**src/rtl/mm64_pkg.sv**
```systemverilog
// Package for the MurmurHash64A streaming block.
// Holds mixing constants, sequencer state type, xor_shift; no dependencies.
package mm64_pkg;

    localparam logic [63:0] MIX_MULT  = 64'hc6a4a7935bd1e995;
    localparam int unsigned MIX_SHIFT = 47;

    localparam logic [31:0] MIX_MULT_LO = MIX_MULT[31:0];
    localparam logic [31:0] MIX_MULT_HI = MIX_MULT[63:32];

    typedef enum logic [2:0] {
        ST_IDLE,
        ST_SEED,
        ST_MIX,
        ST_TAIL,
        ST_W1,
        ST_W2,
        ST_W3,
        ST_FIN
    } t_state;

    // x ^ (x >> 47)
    function automatic logic [63:0] xor_shift(input logic [63:0] x);
        xor_shift = x ^ (x >> MIX_SHIFT);
    endfunction

endpackage

```
**src/rtl/mm64_mul.sv**
```systemverilog
// Iterative 64-bit multiply by the mixing constant, low 64 bits of the product.
// One 32x32 partial product per cycle, three in all; depends on mm64_pkg.
module mm64_mul import mm64_pkg::*; (
    input  logic        i_clk,
    input  logic        i_rst_n,
    input  logic        i_start,
    input  logic [63:0] i_a,
    output logic        o_done,
    output logic [63:0] o_p
);

    logic [63:0] r_a;
    logic [63:0] r_acc;
    logic [1:0]  r_step;
    logic        r_busy;
    logic        r_done;

    logic [31:0] w_op_x;
    logic [31:0] w_op_y;
    logic [63:0] w_prod;
    logic [63:0] n_acc;

    // step 0: aL*ML, step 1: aL*MH << 32, step 2: aH*ML << 32
    always_comb begin
        w_op_x = (r_step == 2'd2) ? r_a[63:32] : r_a[31:0];
        w_op_y = (r_step == 2'd1) ? MIX_MULT_HI : MIX_MULT_LO;
        w_prod = 64'(w_op_x) * 64'(w_op_y);
        if (r_step == 2'd0) begin
            n_acc = w_prod;
        end else begin
            n_acc = r_acc + {w_prod[31:0], 32'd0};
        end
    end

    always_ff @(posedge i_clk) begin
        if (!i_rst_n) begin
            r_busy <= 1'b0;
            r_done <= 1'b0;
            r_step <= 2'd0;
        end else begin
            r_done <= 1'b0;
            if (i_start) begin
                r_a    <= i_a;
                r_step <= 2'd0;
                r_busy <= 1'b1;
            end else if (r_busy) begin
                r_acc <= n_acc;
                if (r_step == 2'd2) begin
                    r_busy <= 1'b0;
                    r_done <= 1'b1;
                    r_step <= 2'd0;
                end else begin
                    r_step <= r_step + 2'd1;
                end
            end
        end
    end

    assign o_done = r_done;
    assign o_p    = r_acc;

endmodule

```
**src/rtl/murmur64a_hash_64_top.sv**
```systemverilog
// MurmurHash64A over keys streamed as 64-bit little-endian words.
// Every multiply runs on the one shared multiplier.
// A middle word uses 3 multiplies plus dispatch; a first word adds a seed multiply,
// a last word adds a finalize multiply and a load of the output; a tail word uses 1 multiply.
// Next input is taken once the word is done and its hash has left the park register;
// a stalled output that keeps a hash parked holds the input off.
// Reset (synchronous, active low) clears seed, accumulator, tail count and output valid.
module murmur64a_hash_64_top import mm64_pkg::*; (
    input  logic        i_clk,
    input  logic        i_rst_n,
    // configuration: hash_seed
    input  logic        i_cfg_valid,
    output logic        o_cfg_ready,
    input  logic [63:0] i_cfg_data,
    // input stream
    input  logic        i_s_tvalid,
    output logic        o_s_tready,
    input  logic [95:0] i_s_tdata,   // [63:0] data_word, [95:64] key_length
    input  logic        i_s_tuser,   // [0] first_word
    input  logic        i_s_tlast,   // last_word
    // output stream
    output logic        o_m_tvalid,
    input  logic        i_m_tready,
    output logic [63:0] o_m_tdata    // [63:0] hash_value
);

    t_state r_state, n_state;

    logic [63:0] r_seed;
    logic [63:0] r_acc;
    logic [2:0]  r_tail;
    logic [63:0] r_word;
    logic [2:0]  r_len_lo;
    logic        r_last;
    logic        r_empty;
    logic [63:0] r_hash;
    logic        r_hash_valid;
    logic        r_out_valid;
    logic [63:0] r_out_data;

    logic        w_accept;
    logic        w_mul_start;
    logic [63:0] w_mul_a;
    logic        w_mul_done;
    logic [63:0] w_mul_p;
    logic [63:0] w_tail_word;
    logic        w_out_free;

    assign o_cfg_ready = 1'b1;
    // hold off new work until the sequencer is back at rest and no hash is parked
    assign o_s_tready  = (r_state == ST_IDLE) && !r_hash_valid;
    assign w_accept    = i_s_tvalid && o_s_tready;
    assign w_out_free  = !r_out_valid || i_m_tready;

    // keep only the low tail bytes of the last word
    always_comb begin
        for (int b = 0; b < 8; b++) begin
            w_tail_word[8*b +: 8] = (3'(b) < r_tail) ? r_word[8*b +: 8] : 8'd0;
        end
    end

    mm64_mul u_mul (
        .i_clk   (i_clk),
        .i_rst_n (i_rst_n),
        .i_start (w_mul_start),
        .i_a     (w_mul_a),
        .o_done  (w_mul_done),
        .o_p     (w_mul_p)
    );

    // sequencer: next state and multiplier issue
    always_comb begin
        n_state     = r_state;
        w_mul_start = 1'b0;
        w_mul_a     = 64'd0;
        case (r_state)
            ST_IDLE: begin
                if (w_accept) begin
                    if (i_s_tuser) begin
                        // seed: length times the mixing constant
                        w_mul_start = 1'b1;
                        w_mul_a     = {32'd0, i_s_tdata[95:64]};
                        n_state     = ST_SEED;
                    end else begin
                        n_state = ST_MIX;
                    end
                end
            end
            ST_SEED: begin
                if (w_mul_done) begin
                    n_state = ST_MIX;
                end
            end
            ST_MIX: begin
                if (r_empty) begin
                    // empty key: mix nothing, finalize only when it is also the last word
                    if (r_last) begin
                        w_mul_start = 1'b1;
                        w_mul_a     = xor_shift(r_acc);
                        n_state     = ST_FIN;
                    end else begin
                        n_state = ST_IDLE;
                    end
                end else if (r_last && (r_tail != 3'd0)) begin
                    w_mul_start = 1'b1;
                    w_mul_a     = r_acc ^ w_tail_word;
                    n_state     = ST_TAIL;
                end else begin
                    w_mul_start = 1'b1;
                    w_mul_a     = r_word;
                    n_state     = ST_W1;
                end
            end
            ST_TAIL: begin
                if (w_mul_done) begin
                    w_mul_start = 1'b1;
                    w_mul_a     = xor_shift(w_mul_p);
                    n_state     = ST_FIN;
                end
            end
            ST_W1: begin
                if (w_mul_done) begin
                    w_mul_start = 1'b1;
                    w_mul_a     = xor_shift(w_mul_p);
                    n_state     = ST_W2;
                end
            end
            ST_W2: begin
                if (w_mul_done) begin
                    w_mul_start = 1'b1;
                    w_mul_a     = r_acc ^ w_mul_p;
                    n_state     = ST_W3;
                end
            end
            ST_W3: begin
                if (w_mul_done) begin
                    if (r_last) begin
                        w_mul_start = 1'b1;
                        w_mul_a     = xor_shift(w_mul_p);
                        n_state     = ST_FIN;
                    end else begin
                        n_state = ST_IDLE;
                    end
                end
            end
            ST_FIN: begin
                if (w_mul_done) begin
                    n_state = ST_IDLE;
                end
            end
            default: begin
                n_state = ST_IDLE;
            end
        endcase
    end

    always_ff @(posedge i_clk) begin
        if (!i_rst_n) begin
            r_state      <= ST_IDLE;
            r_seed       <= 64'd0;
            r_acc        <= 64'd0;
            r_tail       <= 3'd0;
            r_hash_valid <= 1'b0;
            r_out_valid  <= 1'b0;
        end else begin
            r_state <= n_state;

            if (i_cfg_valid) begin
                r_seed <= i_cfg_data;
            end

            // capture the word on transfer
            if (w_accept) begin
                r_word   <= i_s_tdata[63:0];
                r_len_lo <= i_s_tdata[66:64];
                r_last   <= i_s_tlast;
                r_empty  <= i_s_tuser && (i_s_tdata[95:64] == 32'd0);
            end

            // update accumulator, tail count or hash when the multiply producing it ends
            if (w_mul_done) begin
                case (r_state)
                    ST_SEED: begin
                        r_acc  <= r_seed ^ w_mul_p;
                        r_tail <= r_len_lo;
                    end
                    ST_TAIL, ST_W3: begin
                        r_acc <= w_mul_p;
                    end
                    ST_FIN: begin
                        r_hash       <= xor_shift(w_mul_p);
                        r_hash_valid <= 1'b1;
                    end
                    default: begin
                    end
                endcase
            end

            // move a parked hash into the output register when it frees up
            if (r_hash_valid && w_out_free) begin
                r_out_data   <= r_hash;
                r_out_valid  <= 1'b1;
                r_hash_valid <= 1'b0;
            end else if (r_out_valid && i_m_tready) begin
                r_out_valid <= 1'b0;
            end
        end
    end

    assign o_m_tvalid = r_out_valid;
    assign o_m_tdata  = r_out_data;

endmodule
```
**config.mk**
```make
export PLATFORM = sky130hd
export DESIGN_NAME = murmur64a_hash_64_top
export DESIGN_NICKNAME = d
export VERILOG_FILES = /design/src/rtl/mm64_pkg.sv /design/src/rtl/mm64_mul.sv /design/src/rtl/murmur64a_hash_64_top.sv
export SDC_FILE = /design/constraint.sdc
export NUM_CORES = 2
export LEC_CHECK = 0
export ABC_AREA = 1
export BUFFER_PORTS_ARGS = -buffer_cell sky130_fd_sc_hd__buf_2
export CORE_AREA = 2 2 291 293
export CTS_BUF_LIST = sky130_fd_sc_hd__clkbuf_16
export DETAILED_ROUTE_END_ITERATION = 12
export DIE_AREA = 0 0 293 295
export MAX_ROUTING_LAYER = met4
export PLACE_DENSITY_LB_ADDON = 0.2
export SLEW_MARGIN = 15
export SYNTH_ARGS = -nofsm -noshare
export SYNTH_HDL_FRONTEND = slang
export SYNTH_SLANG_ARGS = --single-unit
```
**constraint.sdc**
```tcl
create_clock -name i_clk -period 10.3 [get_ports i_clk]
set_input_delay 1.03 -clock i_clk [delete_from_list [all_inputs] [get_ports i_clk]]
set_output_delay 1.03 -clock i_clk [all_outputs]
set_load 0.1 [all_outputs]
```
# After elaboration in Yosys (flattened, before gate mapping)
# Cells that the tools add are included.
classes:
  n_eq_ne: 16
  addsub: 2
  reduce_logical: 30
  magnitude_cmp: 8
  mux: 48
  bitwise_logic: 8
  multipliers: 1
ops:
  columns: ["cell", "n"]
  rows:
  - ["64-bit two-way mux", 8]
  - ["64-bit one-hot mux with 5 select lines", 1]
  - ["64-bit XOR", 3]
  - ["32-bit two-way mux", 4]
  - ["64-bit one-hot mux with 2 select lines", 1]
  - ["64-bit by 17-bit XOR with 64-bit output", 2]
  - ["64-bit adder", 1]
  - ["32-bit by 32-bit multiplier with 64-bit output", 1]
  - ["8-bit two-way mux", 8]
  - ["32-bit logical NOT", 1]
  - ["3-bit two-way mux", 10]
  - ["3-bit one-hot mux with 8 select lines", 1]
  - ["3-bit equality test (second input constant)", 4]
  - ["3-bit less-than comparator (first input constant)", 4]
  - ["1-bit two-way mux", 12]
  - ["2-bit by 1-bit != test with 1-bit output (second input constant)", 6]
  - ["2-bit AND reduction", 6]
  - ["2-bit OR reduction", 4]
  - ["7-bit AND reduction", 1]
  - ["3-bit by 2-bit equality test with 1-bit output (second input constant)", 2]
  - ["1-bit logical AND", 6]
  - ["1-bit by 3-bit less-than comparator with 1-bit output (first input constant)", 2]
  - ["2-bit by 3-bit less-than comparator with 1-bit output (first input constant)", 2]
  - ["3-bit AND reduction", 2]
  - ["other kinds (15)", 21]
totals:
  inputBits: 167
  word_cells: 130
  register_bits: 465
  output_inout_bits: 67

# Logic depth before layout (Yosys ltp)
logic_depth:
  word_depth: 7
  ltp_mapped: 47
  ltp_nobuf: 46

# Cells and area by module
# A second synthesis with hierarchy kept.
unflattened:
  hier_cells: 5460
  area_unflattened_um2: 48283.8
modules_own_cells:
  columns: ["module", "area_each_um2", "n_inst", "cells_per_inst", "seq_area_each_um2"]
  rows:
  - ["mm64_mul", 32105.8, 1, 3673, 3923.8]
  - ["murmur64a_hash_64_top", 16178.0, 1, 1787, 8638.3]

# Least setup slack after synthesis
# Ideal clock, no wire load.
synth_path:
  kind: "flip-flop to flip-flop"
  startpoint: "register u_mul.r_step[1]"
  endpoint: "register u_mul.r_acc[63] (netlist: u_mul.o_p[63]) (data pin)"
  required_time_ps: 10046
  arrival_ps: 8171
  synth_period_minus_slack_ps: 8424
  n_path_buf: 2
  setup_ps: 254
  path_stages_with_launch: 40
  slack_ps: 1876
  path_cell_list: "dfxtp_1 > nand2_2 > buf_6 > buf_6 > o21ai_1 > inv_1 > nor2_1 > ha_1 > fa_1 > inv_1 > fa_1 > fa_1 > inv_1 > fa_1 > inv_1 > fa_1 > inv_1 > fa_1 > (+4 left out) > nand2_1 > nor2_1 > nand2_1 > nand3_1 > xor2_1 > inv_1 > ha_1 > nand2_1 > nor2_1 > inv_1 > nor2_1 > inv_1 > nor3_1 > a21oi_1 > inv_1 > nand2_1 > nand3_1 > nand2_1"
synth_between:
  elab_chain_cells: 5
  elab_cells_between_ends: 8
  classes_between: "1 x add/sub; 1 x mul; 2 x eq/ne; 3 x mux; 1 x reduce/logical"
synth_rtl:
  columns: ["element", "line", "text"]
  rows:
  - ["from (decl)", "mm64_mul.sv:14", "logic [1:0] r_step;"]
  - ["from (signal assigned)", "mm64_mul.sv:53", "r_step <= r_step + 2'd1;"]
  - ["2-bit equality test or 2-bit by 1-bit equality test with 1-bit output (tied branches)", "mm64_mul.sv:25, mm64_mul.sv:26", null]
  - ["32-bit two-way mux, on equally long branches", "mm64_mul.sv:25, mm64_mul.sv:26", null]
  - ["32-bit by 32-bit multiplier with 64-bit output", "mm64_mul.sv:27", "w_prod = 64'(w_op_x) * 64'(w_op_y);"]
  - ["64-bit adder", "mm64_mul.sv:31", "n_acc = r_acc + {w_prod[31:0], 32'd0};"]
  - ["64-bit two-way mux *", "mm64_mul.sv:28", "if (r_step == 2'd0) begin"]
  - ["via u_mul.n_acc[63]", "mm64_mul.sv:21", "logic [63:0] n_acc;"]
  - ["to (signal assigned)", "mm64_mul.sv:47", "r_acc <= n_acc;"]
  - ["to (decl)", "mm64_mul.sv:13", "logic [63:0] r_acc;"]
# The timed path passes the listed nets; every way through them passes the cells marked *.
# A chain may end at the register's enable or synchronous reset.

# Worst setup path in the final report
# Same ends and word-level chain as after synthesis.

==> metrics.txt <==
Die Width=293 um; num ports=234; initial antenna violation count=6; FF+latch count, synth=465; Max Cap Viol=0; Num CTS Buffers=44; Remaining DRCs=0; Setup-failing EPs final=0; first-pass GRT wire length=245000 um; Die ar.=86400 um2; worst slew pin tran=1080 ps; Non-Filler Instances=6734; CTS tree=yes; sequential element share of the synthesized area=26.2%; Final min period=9910 ps; CP required=10620 ps; ys flop type=edfxtp_1; estimated wirelength of the detail-placed design=138000 um; Max Slew Vio Count=0; Final nets=6823; Filler Cell Count=7317; Register Area=12600 um2; placer congestion estimate=1.06; post-route setup TNS=0 ps; CTS root buffer=clkbuf_16; hold_buf cts=0; Final Skew=36.2 ps; FMAX=0.101 GHz; CTS H-tree lvls=2; Post-CTS Setup Inserts=0; slowest CP cell=nor4_1; clock-pin slew on the worst setup and hold paths=80 ps; clock tree buffer depth=3; relative slew slack=27.8%; pre-CTS setup slack=294 ps; final hold vios=0; syn avg cell area=8.89 um2; DRT Wirelength=165000 um; RSZ-0062 raised after global routing=no; grt total ovfl=0; core area=83200 um2; ys async rst share=0%; Worst Hold Class=reg2reg; synth warn=0; mapped cell area=48000 um2; FP Rows=106; CP arrival=10230 ps; drt wl/cell=24.6 um; initial drt markers=4221; EDFF count, synth=325; largest net degree at the start of global routing=80; Vias=38.3k; clk_lat worst skew=590 ps; overall routing resource usage=40.1%; worst-path maximum fanout=30; share of layout cells above drive strength 1=9.01%; CP Capture Type=register; library cells used by synthesis=54; port buffer count=232; multi-input logic area=30300 um2; Starting Density=57.7%; Placed Cells=6647; Die Y-Extent=295 um; nature of the critical path startpoint=register; kind of critical path=reg2reg; vias in the first global route=37.8k; drt first pass iters=9; status=complete, no violations; final setup margin=389 ps; total number of clock tree sinks=465; cts repair resizes=0; Gate Count Post-Synth=5403; CP peak stage delay=660 ps; crit share post-route=96.2%; antenna viol nets, final=0; area grow syn2layout=8.31%; Via density=5.68
-- metrics by stage --
step	hold WS, ps	instance area, um2	util (%)
2_1_floorplan	400	48000	-
3_3_place_gp	402	50600	60.8
5_1_grt	409	52000	62.5
3_5_place_dp	405	50600	60.8
6_report	408	52000	62.5
4_1_cts	408	52000	62.5
-- placed cells by master (no fill, tap or decap), drive strengths merged, types with 15 or more instances in the layout --
master / count
nand4: 19
clkbuf: 45
nor3: 29
a21oi: 330
o22ai: 29
o21bai: 15
nand2: 723
xor2: 145
edfxtp: 325
fa: 607
nand3: 120
buf: 309
inv: 1224
ha: 436
clkinv: 25
or2: 21
dfxtp: 140
o21ai: 361
xnor2: 67
nor2: 554
-- cell type report --
type,count,share of cell area (%)
Multi-Input combinational cell,3576,58.3
Inverter,1217,8.81
Tap cell,1080,2.60
Sequential cell,465,24.2
Antenna cell,6,0.0289
Clock buffer,45,2.17
Timing Repair Buffer,309,3.42
Clock inverter,36,0.561
-- registers in the layout (all words and copies together) (netlist names) --
register / flops
u_mul.r_busy: 1
r_tail: 3
r_hash: 64
o_m_tdata: 64
r_len_lo: 3
u_mul.r_step: 2
r_seed: 64
r_empty: 1
r_last: 1
r_acc: 64
r_state: 3
o_m_tvalid: 1
r_word: 64
u_mul.o_p: 64
u_mul.r_a: 64
r_hash_valid: 1
u_mul.o_done: 1
-- path summary, 6_finish.rpt --
path | startpoint | end | slack [ps] | cells past startpoint
setup / recovery | u_mul.r_step[1]$_SDFFE_PP0P_ | u_mul.o_p[63]$_DFFE_PP_ | 390 | 36
hold / removal | r_hash[5]$_DFFE_PP_ | o_m_tdata[5]$_DFFE_PP_ | 410 | 0
setup reg to reg | u_mul.r_step[1]$_SDFFE_PP0P_ | u_mul.o_p[63]$_DFFE_PP_ | 390 | 36
hold reg to reg | r_hash[5]$_DFFE_PP_ | o_m_tdata[5]$_DFFE_PP_ | 410 | 0
-- critical path, delay by kind of cell, from the launching register on --
family,cells,cell delay [ps]
DFF,1,530
adders and majority gates,10,4130
buffers and inverters,7,710
xor gates and xnor gates,1,310
and+or+nand+nor,12,2520
AOI/OAI and AO/OA,6,1440
-- per-layer routing --
metal | track usage [%] | up-vias | part of all wire [%]
li1 | - | 17352 | -
met3 | 7.71 | 320 | 10
met5 | - | - | 0
met2 | 59.7 | 1956 | 44
met1 | 55.4 | 18653 | 41
met4 | 13.5 | 0 | 4.3
-- synthesized netlist by cell type, types with 10 or more instances --
| cell type | count | area share (%) |
|---|---|---|
| nor2_1 | 521 | 4.1 |
| o21ai_1 | 45 | 0.47 |
| a21oi_1 | 328 | 3.4 |
| o22ai_1 | 29 | 0.38 |
| nand3_1 | 120 | 1.3 |
| nor2_2 | 11 | 0.14 |
| edfxtp_1 | 325 | 20 |
| nand3b_1 | 14 | 0.22 |
| nor2_4 | 21 | 0.49 |
| a21o_1 | 13 | 0.20 |
| o21a_1 | 14 | 0.22 |
| clkbuf_1 | 95 | 0.74 |
| o21ai_0 | 301 | 3.1 |
| xnor2_1 | 67 | 1.2 |
| ha_1 | 436 | 11 |
| o21ai_2 | 10 | 0.18 |
| buf_1 | 10 | 0.078 |
| or2_1 | 12 | 0.16 |
| xor2_1 | 145 | 2.6 |
| nand2_1 | 719 | 5.6 |
| a22oi_1 | 12 | 0.19 |
| nor3_1 | 29 | 0.30 |
| fa_1 | 607 | 25 |
| inv_1 | 1160 | 9.1 |
| buf_2 | 37 | 0.39 |
| nand4_1 | 19 | 0.25 |
| o21bai_1 | 15 | 0.23 |
| dfxtp_1 | 140 | 5.8 |
| inv_2 | 49 | 0.38 |
-- logic make-up (layout without fill, tap and decap cells) --
group,Yosys count,after routing,share of synthesized area [%]
simple gates,1491,1491,12.9
buf+inv,1366,1607,10.9
fa+ha+maj,1043,1043,36.7
compound gates,824,824,9.52
flops,465,465,26.2
xor+xnor,212,212,3.87
other cells,2,12,0.0156
Power is left out: the tool's default activity adds up to more than one toggle a clock period on the data nets, which glitch-free logic cannot reach.
